**src/rtl/core/itda_pkg.sv**
```systemverilog
package itda_pkg;

	localparam int VALUE_BITS = 32;

	// decimal digits in the largest magnitude, 2^(VALUE_BITS-1)
	function automatic int digit_count(input int bits);
		longint unsigned p;
		int n;
		p = longint'(1) << (bits - 1);
		n = 0;
		while (p != 0) begin
			p = p / 10;
			n++;
		end
		return n;
	endfunction

	localparam int NDIG   = digit_count(VALUE_BITS);
	localparam int BCD_W  = 4 * NDIG;
	localparam int IDX_W  = $clog2(NDIG);
	localparam int STEP_W = $clog2(VALUE_BITS);

	localparam int QDEPTH = 2;
	localparam int QPTR_W = $clog2(QDEPTH);
	localparam int QCNT_W = $clog2(QDEPTH + 1);

	localparam logic [5:0] CH_ZERO  = 6'd48;
	localparam logic [5:0] CH_MINUS = 6'd45;

	typedef struct packed {
		logic                  neg;
		logic [VALUE_BITS-1:0] mag;
	} itda_item_t;

endpackage

```
**src/rtl/core/itda_front.sv**
```systemverilog
module itda_front import itda_pkg::*; (
	input  logic                  s_tvalid,
	output logic                  s_tready,
	input  logic [VALUE_BITS-1:0] s_tdata,  // [31:0] value
	input  logic                  q_full,
	output logic                  q_push,
	output itda_item_t            q_item
);

	logic sign;

	assign sign     = s_tdata[VALUE_BITS-1];
	assign s_tready = !q_full;
	assign q_push   = s_tvalid && !q_full;

	// two's complement magnitude; the most negative value maps to 2^(VALUE_BITS-1)
	assign q_item.neg = sign;
	assign q_item.mag = sign ? (~s_tdata + VALUE_BITS'(1)) : s_tdata;

endmodule

```
**src/rtl/core/itda_fifo.sv**
```systemverilog
module itda_fifo import itda_pkg::*; (
	input  logic       clk,
	input  logic       arst_n,
	input  logic       push,
	input  itda_item_t push_item,
	output logic       full,
	input  logic       pop,
	output logic       not_empty,
	output itda_item_t pop_item
);

	itda_item_t        mem_q [QDEPTH];
	logic [QPTR_W-1:0] wptr_q;
	logic [QPTR_W-1:0] rptr_q;
	logic [QCNT_W-1:0] count_q;

	assign full      = (count_q == QCNT_W'(QDEPTH));
	assign not_empty = (count_q != '0);
	assign pop_item  = mem_q[rptr_q];

	always_ff @(posedge clk) begin
		if (push) begin
			mem_q[wptr_q] <= push_item;
		end
	end

	always_ff @(posedge clk or negedge arst_n) begin
		if (!arst_n) begin
			wptr_q  <= '0;
			rptr_q  <= '0;
			count_q <= '0;
		end else begin
			if (push) begin
				wptr_q <= (wptr_q == QPTR_W'(QDEPTH - 1)) ? '0 : wptr_q + QPTR_W'(1);
			end
			if (pop) begin
				rptr_q <= (rptr_q == QPTR_W'(QDEPTH - 1)) ? '0 : rptr_q + QPTR_W'(1);
			end
			case ({push, pop})
				2'b10:   count_q <= count_q + QCNT_W'(1);
				2'b01:   count_q <= count_q - QCNT_W'(1);
				default: count_q <= count_q;
			endcase
		end
	end

`ifndef ASSERT_OFF
	a_no_overflow: assert property (@(posedge clk) disable iff (!arst_n)
		count_q <= QCNT_W'(QDEPTH))
		else $error("queue count above depth");
	a_no_push_full: assert property (@(posedge clk) disable iff (!arst_n)
		full && !pop |=> $stable(wptr_q))
		else $error("write into full queue");
	a_no_pop_empty: assert property (@(posedge clk) disable iff (!arst_n)
		pop |-> not_empty)
		else $error("pop from empty queue");
`endif

endmodule

```
**src/rtl/core/itda_back.sv**
```systemverilog
module itda_back import itda_pkg::*; (
	input  logic       clk,
	input  logic       arst_n,
	input  logic       q_valid,
	input  itda_item_t q_item,
	output logic       q_pop,
	output logic       m_tvalid,
	input  logic       m_tready,
	output logic [7:0] m_tdata,  // [5:0] char_code, [7:6] zero
	output logic       m_tlast   // last_char
);

	typedef enum logic [3:0] {
		ST_IDLE = 4'b0001,
		ST_CONV = 4'b0010,
		ST_LEAD = 4'b0100,
		ST_EMIT = 4'b1000
	} state_t;

	state_t                state_q;
	logic [VALUE_BITS-1:0] mag_q;
	logic [BCD_W-1:0]      bcd_q;
	logic [STEP_W-1:0]     step_q;
	logic [IDX_W-1:0]      idx_q;
	logic                  sign_q;
	logic                  valid_q;
	logic [5:0]            char_q;
	logic                  last_q;

	logic [BCD_W-1:0]      dab;
	logic [IDX_W-1:0]      lead_idx;
	logic [3:0]            digs [NDIG];
	logic                  load;

	always_comb begin
		for (int i = 0; i < NDIG; i++) begin
			digs[i] = bcd_q[4*i +: 4];
			dab[4*i +: 4] = (bcd_q[4*i +: 4] >= 4'd5) ? bcd_q[4*i +: 4] + 4'd3
				: bcd_q[4*i +: 4];
		end
	end

	// highest nonzero digit; zero keeps a single digit
	always_comb begin
		lead_idx = '0;
		for (int i = 0; i < NDIG; i++) begin
			if (bcd_q[4*i +: 4] != 4'd0) begin
				lead_idx = IDX_W'(i);
			end
		end
	end

	assign q_pop = (state_q == ST_IDLE) && q_valid;
	assign load  = (state_q == ST_EMIT) && (!valid_q || m_tready);

	assign m_tvalid = valid_q;
	assign m_tdata  = {2'b00, char_q};
	assign m_tlast  = last_q;

	always_ff @(posedge clk) begin
		case (state_q)
			ST_IDLE: begin
				mag_q  <= q_item.mag;
				bcd_q  <= '0;
				step_q <= '0;
			end
			ST_CONV: begin
				bcd_q  <= {dab[BCD_W-2:0], mag_q[VALUE_BITS-1]};
				mag_q  <= mag_q << 1;
				step_q <= step_q + STEP_W'(1);
			end
			ST_LEAD: begin
				idx_q <= lead_idx;
			end
			ST_EMIT: begin
				if (load) begin
					if (sign_q) begin
						char_q <= CH_MINUS;
						last_q <= 1'b0;
					end else begin
						char_q <= CH_ZERO + {2'b00, digs[idx_q]};
						last_q <= (idx_q == '0);
						idx_q  <= idx_q - IDX_W'(1);
					end
				end
			end
			default: ;
		endcase
	end

	always_ff @(posedge clk or negedge arst_n) begin
		if (!arst_n) begin
			state_q <= ST_IDLE;
			sign_q  <= 1'b0;
			valid_q <= 1'b0;
		end else begin
			if (m_tready && !load) begin
				valid_q <= 1'b0;
			end
			case (state_q)
				ST_IDLE: begin
					if (q_valid) begin
						sign_q  <= q_item.neg;
						state_q <= ST_CONV;
					end
				end
				ST_CONV: begin
					if (step_q == STEP_W'(VALUE_BITS - 1)) begin
						state_q <= ST_LEAD;
					end
				end
				ST_LEAD: begin
					state_q <= ST_EMIT;
				end
				ST_EMIT: begin
					if (load) begin
						valid_q <= 1'b1;
						if (sign_q) begin
							sign_q <= 1'b0;
						end else if (idx_q == '0) begin
							state_q <= ST_IDLE;
						end
					end
				end
				default: state_q <= ST_IDLE;
			endcase
		end
	end

`ifndef ASSERT_OFF
	a_last_ends_item: assert property (@(posedge clk) disable iff (!arst_n)
		load && !sign_q && idx_q == '0 |=> state_q == ST_IDLE && m_tvalid && m_tlast)
		else $error("final digit did not close the item");
	a_sign_first: assert property (@(posedge clk) disable iff (!arst_n)
		load && sign_q |=> m_tvalid && !m_tlast && m_tdata[5:0] == CH_MINUS)
		else $error("minus sign not emitted first");
	a_step_range: assert property (@(posedge clk) disable iff (!arst_n)
		state_q == ST_CONV |-> step_q <= STEP_W'(VALUE_BITS - 1))
		else $error("conversion step out of range");
`endif

endmodule

```
**src/rtl/core/int_to_decimal_ascii_core.sv**
```systemverilog
// Signed integer to decimal ASCII. Each 32-bit two's complement word on the
// input stream becomes its decimal text on the output stream, one character per
// word, most significant digit first: a leading '-' for negative values, no
// leading zeros, a single '0' for zero, and tlast on the final character. The
// most negative value gives "-2147483648". A front stage takes the sign and
// magnitude and parks them in a two-entry queue, so input words are accepted
// while the back end is still busy. The back end converts one magnitude bit per
// cycle (shift-and-add-3 into BCD); for each item it takes the item from the
// queue, runs the conversion, finds the leading digit, then emits the characters
// (1 to 11), holding a character while the output is not ready. It takes the next
// item only after the final character of the current one is loaded.
module int_to_decimal_ascii_core import itda_pkg::*; (
	input  logic                  clk,
	input  logic                  arst_n,
	input  logic                  s_tvalid,
	output logic                  s_tready,
	input  logic [VALUE_BITS-1:0] s_tdata,  // [31:0] value
	output logic                  m_tvalid,
	input  logic                  m_tready,
	output logic [7:0]            m_tdata,  // [5:0] char_code, [7:6] zero
	output logic                  m_tlast   // last_char
);

	itda_item_t push_item;
	itda_item_t pop_item;
	logic       push;
	logic       full;
	logic       pop;
	logic       not_empty;

	itda_front u_front (
		.s_tvalid (s_tvalid),
		.s_tready (s_tready),
		.s_tdata  (s_tdata),
		.q_full   (full),
		.q_push   (push),
		.q_item   (push_item)
	);

	itda_fifo u_fifo (
		.clk       (clk),
		.arst_n    (arst_n),
		.push      (push),
		.push_item (push_item),
		.full      (full),
		.pop       (pop),
		.not_empty (not_empty),
		.pop_item  (pop_item)
	);

	itda_back u_back (
		.clk      (clk),
		.arst_n   (arst_n),
		.q_valid  (not_empty),
		.q_item   (pop_item),
		.q_pop    (pop),
		.m_tvalid (m_tvalid),
		.m_tready (m_tready),
		.m_tdata  (m_tdata),
		.m_tlast  (m_tlast)
	);

endmodule
```
**config.mk**
```make
export PLATFORM = sky130hd
export DESIGN_NAME = int_to_decimal_ascii_core
export DESIGN_NICKNAME = d
export VERILOG_FILES = /design/src/rtl/core/itda_pkg.sv /design/src/rtl/core/itda_front.sv /design/src/rtl/core/itda_fifo.sv /design/src/rtl/core/itda_back.sv /design/src/rtl/core/int_to_decimal_ascii_core.sv
export SDC_FILE = /design/constraint.sdc
export NUM_CORES = 1
export LEC_CHECK = 0
export BUFFER_PORTS_ARGS = -buffer_cell sky130_fd_sc_hd__buf_2
export CORE_ASPECT_RATIO = 0.5
export CORE_UTILIZATION = 55
export CTS_CLUSTER_DIAMETER = 60
export CTS_CLUSTER_SIZE = 40
export DETAILED_ROUTE_END_ITERATION = 8
export GPL_ROUTABILITY_DRIVEN = 0
export GPL_TIMING_DRIVEN = 1
export MAX_ROUTING_LAYER = met4
export PLACE_DENSITY = 0.74
export SLEW_MARGIN = 5
export SYNTH_ARGS = -nofsm -noshare
export SYNTH_HDL_FRONTEND = slang
export SYNTH_SLANG_ARGS = --single-unit
```
**constraint.sdc**
```tcl
create_clock -name clk -period 7.1 [get_ports clk]
set_clock_uncertainty 0.05 [all_clocks]
set_input_delay 2.13 -clock clk [delete_from_list [all_inputs] [get_ports clk]]
set_output_delay 2.13 -clock clk [all_outputs]
set_load 0.05 [all_outputs]
```
==> results.cfg <==
[run_status]
run_status = finished, final reports clean

[pwr]
ir_drop_mv = 0.2734
p_per_area_nw_per_um2 = 438.4
leakage_nw = 3.335

[sta]
worst_slack_ns = 3.376
rsz0062_at_grt = false
fin_crit_sh = 0.5245
finalHoldViolCount = 0
slew_headroom = 0.3014
fin_crit_ns = 3.724
slew_violations = 0
finalSetupViolCount = 0
hold_ws_ns = 0.4628
fmax_mhz = 268.5
tightest_slew_ns = 1.048
final.setup.tns_ns = 0

[logic_synthesis]
synth_cell_types = 53
ys_warn_count = 0
synth_edf_count = 153
synth_adder_area_share = 0.03806
syn-instance-count = 663
synthTopCellsByArea = edfxtp_1 56%, xnor2_1 4.7%, mux2i_1 4.5%
synthSimpleGateAreaFrac = 0.1180
synthXorXnorAreaFrac = 0.06181
syn_area_per_cell_um2 = 12.40
yosys-top-cells-count = 153 x edfxtp_1, 66 x nand2_1, 52 x o21ai_0
synth_ff_type = edfxtp_1
yosysSeqAreaShare = 0.5896
synth.mux.area_fraction = 0.07109
yosysTopAreaCell = edfxtp_1
mappedNetlistArea_um2 = 8219
synth_compound_area_frac = 0.09256
synth_top_family_by_area = simple AND/OR/NAND/NOR gates
async_reset_ff_frac = 0.06135
synth-seq-cells = 163
synth_top_area_share = 0.5590
yosysMostFrequentCell = edfxtp_1

[worst_setup_path]
path_max_fanout = 14
r2r_setup_slack_ns = 4.79
r2r_cells = 4
reg2reg_to = u_back.char_q[1]
cpPeakStageDelay_ns = 0.56
worstPathRequired_ns = 7.21
path_cells = buf_2 > or4_4 > nand4b_4 > o41ai_1 > xnor2_1
critPathArrivalTime_ns = 3.83
timing.rr.start = u_back.idx_q[0]
worst_path_max_delay_cell = o41ai_1
cp-start-kind = primary input
path_class = in2reg
critPathCaptureType = flop

[floorplan]
die_h_um = 88.44
die_w_um = 174.9
initial_utilization = 0.5651
core_area_um2 = 14550
rows = 31
pin_count = 47
fp.dieArea_um2 = 15470

[place]
place_ws_ns = 2.911
dp_hpwl_mm = 9.348
post_dp_cell_area_um2 = 8608
io_buffers = 43

[clock_tree]
tritoncts = built
cts.clk_slew.worst_paths_ns = 0.07
cts_resized = 0
h-tree-depth = 4
clock_sinks = 163
postCtsSetupBuffers = 0
root_buffer = clkbuf_16
ctsHoldBuffers = 0
clk_latency_ns = 0.43
clk_path_buf_depth = 2
cts_buffers = 17

[drt]
totalWireLength_mm = 14.80
routed_via_density = 5.658
drt_iter0_drc = 450
drc = 0
wl_per_cell_um = 16.24
drtPass1Iterations = 5
vias = 5154
ant_nets = 0

[global_routing]
antenna_found_initial = 0
grt_pass1_vias = 4882
grt_max_degree = 78
gr-usage-all-layers = 0.2099
grt-ovfl-total = 0
grt_pass1_wl_mm = 24.08

[cells_and_area]
fillCellCount = 1106
diodes = 0
design_area_um2 = 9199
finalNetCount = 761
area_growth_pct = 11.92
layout-drive-gt1-share = 0.1515

[min_path]
whs_endpoint = u_fifo.wptr_q
worstHoldStart = u_fifo.wptr_q
worstHoldPathType = reg2reg
hold_depth = 1

[job]
cap_violations = 0
==> cell type report <==
class	instances	area, um2	area share
Clock buffer	17	425.4	0.04625
Clock inverter	15	165.2	0.01795
Inverter	25	93.84	0.01020
Multi-Input combinational cell	445	3167	0.3443
Sequential cell	163	4847	0.5269
Tap cell	198	247.7	0.02693
Timing Repair Buffer	48	252.7	0.02748
==> power breakdown <==
group,switching (mW),internal [mW],total [mW],leakage [nW]
Sequential,0.279,1.60,1.87,1.59
Clock,0.431,0.472,0.902,0.285
Combinational,0.760,0.496,1.26,1.46
Total,1.47,2.56,4.03,3.34
==> per-stage QoR <==
step                total power [mW]  cells    util
detailed placement             3.147    879  0.5918
CTS                            4.064    911  0.6324
floorplan                      2.830    664       -
global route                   4.289    911  0.6324
finish                         4.032    911  0.6324
global placement               3.079    879  0.5918
==> critical path: cells and delay by family <==
family,cells,cell delay [ns]
compound gates,1,0.56
xor+xnor,1,0.13
buf+inv,1,0.11
simple gates,2,0.89
==> state kept, by name, indices dropped and copies added (netlist names) <==
name and count:
u_back.bcd_q 40, u_back.char_q 5, u_back.idx_q 4, u_back.m_tlast 1, u_back.m_tvalid 1, u_back.mag_q 32, u_back.sign_q 1, u_back.state_q 4
u_back.step_q 5, u_fifo.count_q 2, u_fifo.mem_q 66, u_fifo.rptr_q 1, u_fifo.wptr_q 1
==> worst max-delay path by stage <==
stage / slack (ns) / startpoint / to / cells past startpoint
2_1_floorplan: 0.16 / u_back.state_q[2] / u_back.bcd_q[0] / 3
3_3_place_gp: 3.01 / s_tdata[14] / u_fifo.mem_q[0][28] / 5
3_5_place_dp: 2.91 / s_tdata[14] / u_fifo.mem_q[1][28] / 5
4_1_cts: 3.36 / s_tdata[14] / u_fifo.mem_q[0][28] / 5
5_1_grt: 3.25 / s_tdata[20] / u_fifo.mem_q[0][28] / 5
6_report: 3.38 / s_tdata[14] / u_fifo.mem_q[0][28] / 5
==> layer usage <==
metal	vias up	wire, um	share of wire	global-route usage
li1	2498	-	-	-
met1	2503	6879	0.46	0.2715
met2	138	7066	0.48	0.3348
met3	15	687	0.046	0.04253
met4	0	163	0.011	0.07273
met5	-	0	0	-
==> layout by cell type, fill, tap and decap left out, drive strengths merged, types with 2 or more instances in the layout <==
cell type and instances:
edfxtp 153, nand2 66, o21ai 52, buf 48
xnor2 44, nor2 42, mux2i 37, inv 32
a21oi 25, ha 25, nand2b 17, clkbuf 17
xor2 14, a211oi 13, nor3 12, o41ai 12
nor2b 11, dfrtp 9, o31ai 8, mux4 8
nand3 7, clkinv 7, nor3b 6, or3 5
nand4b 5, and2 4, or2 3, mux2 3
conb 3, or4 3, nor4 3, and3 2
o22ai 2, a31oi 2
==> logic make-up (layout without fill, tap and decap cells) <==
kind of cell               after synthesis  in the layout
and+or+nand+nor                        190            190
DFF                                    163            163
AOI/OAI and AO/OA                      121            121
xor gates and xnor gates                58             58
buffers and inverters                   56            105
muxes                                   48             48
adders and majority gates               25             25
other                                    2              3
Note: power is estimated with default switching activity, not from simulation.
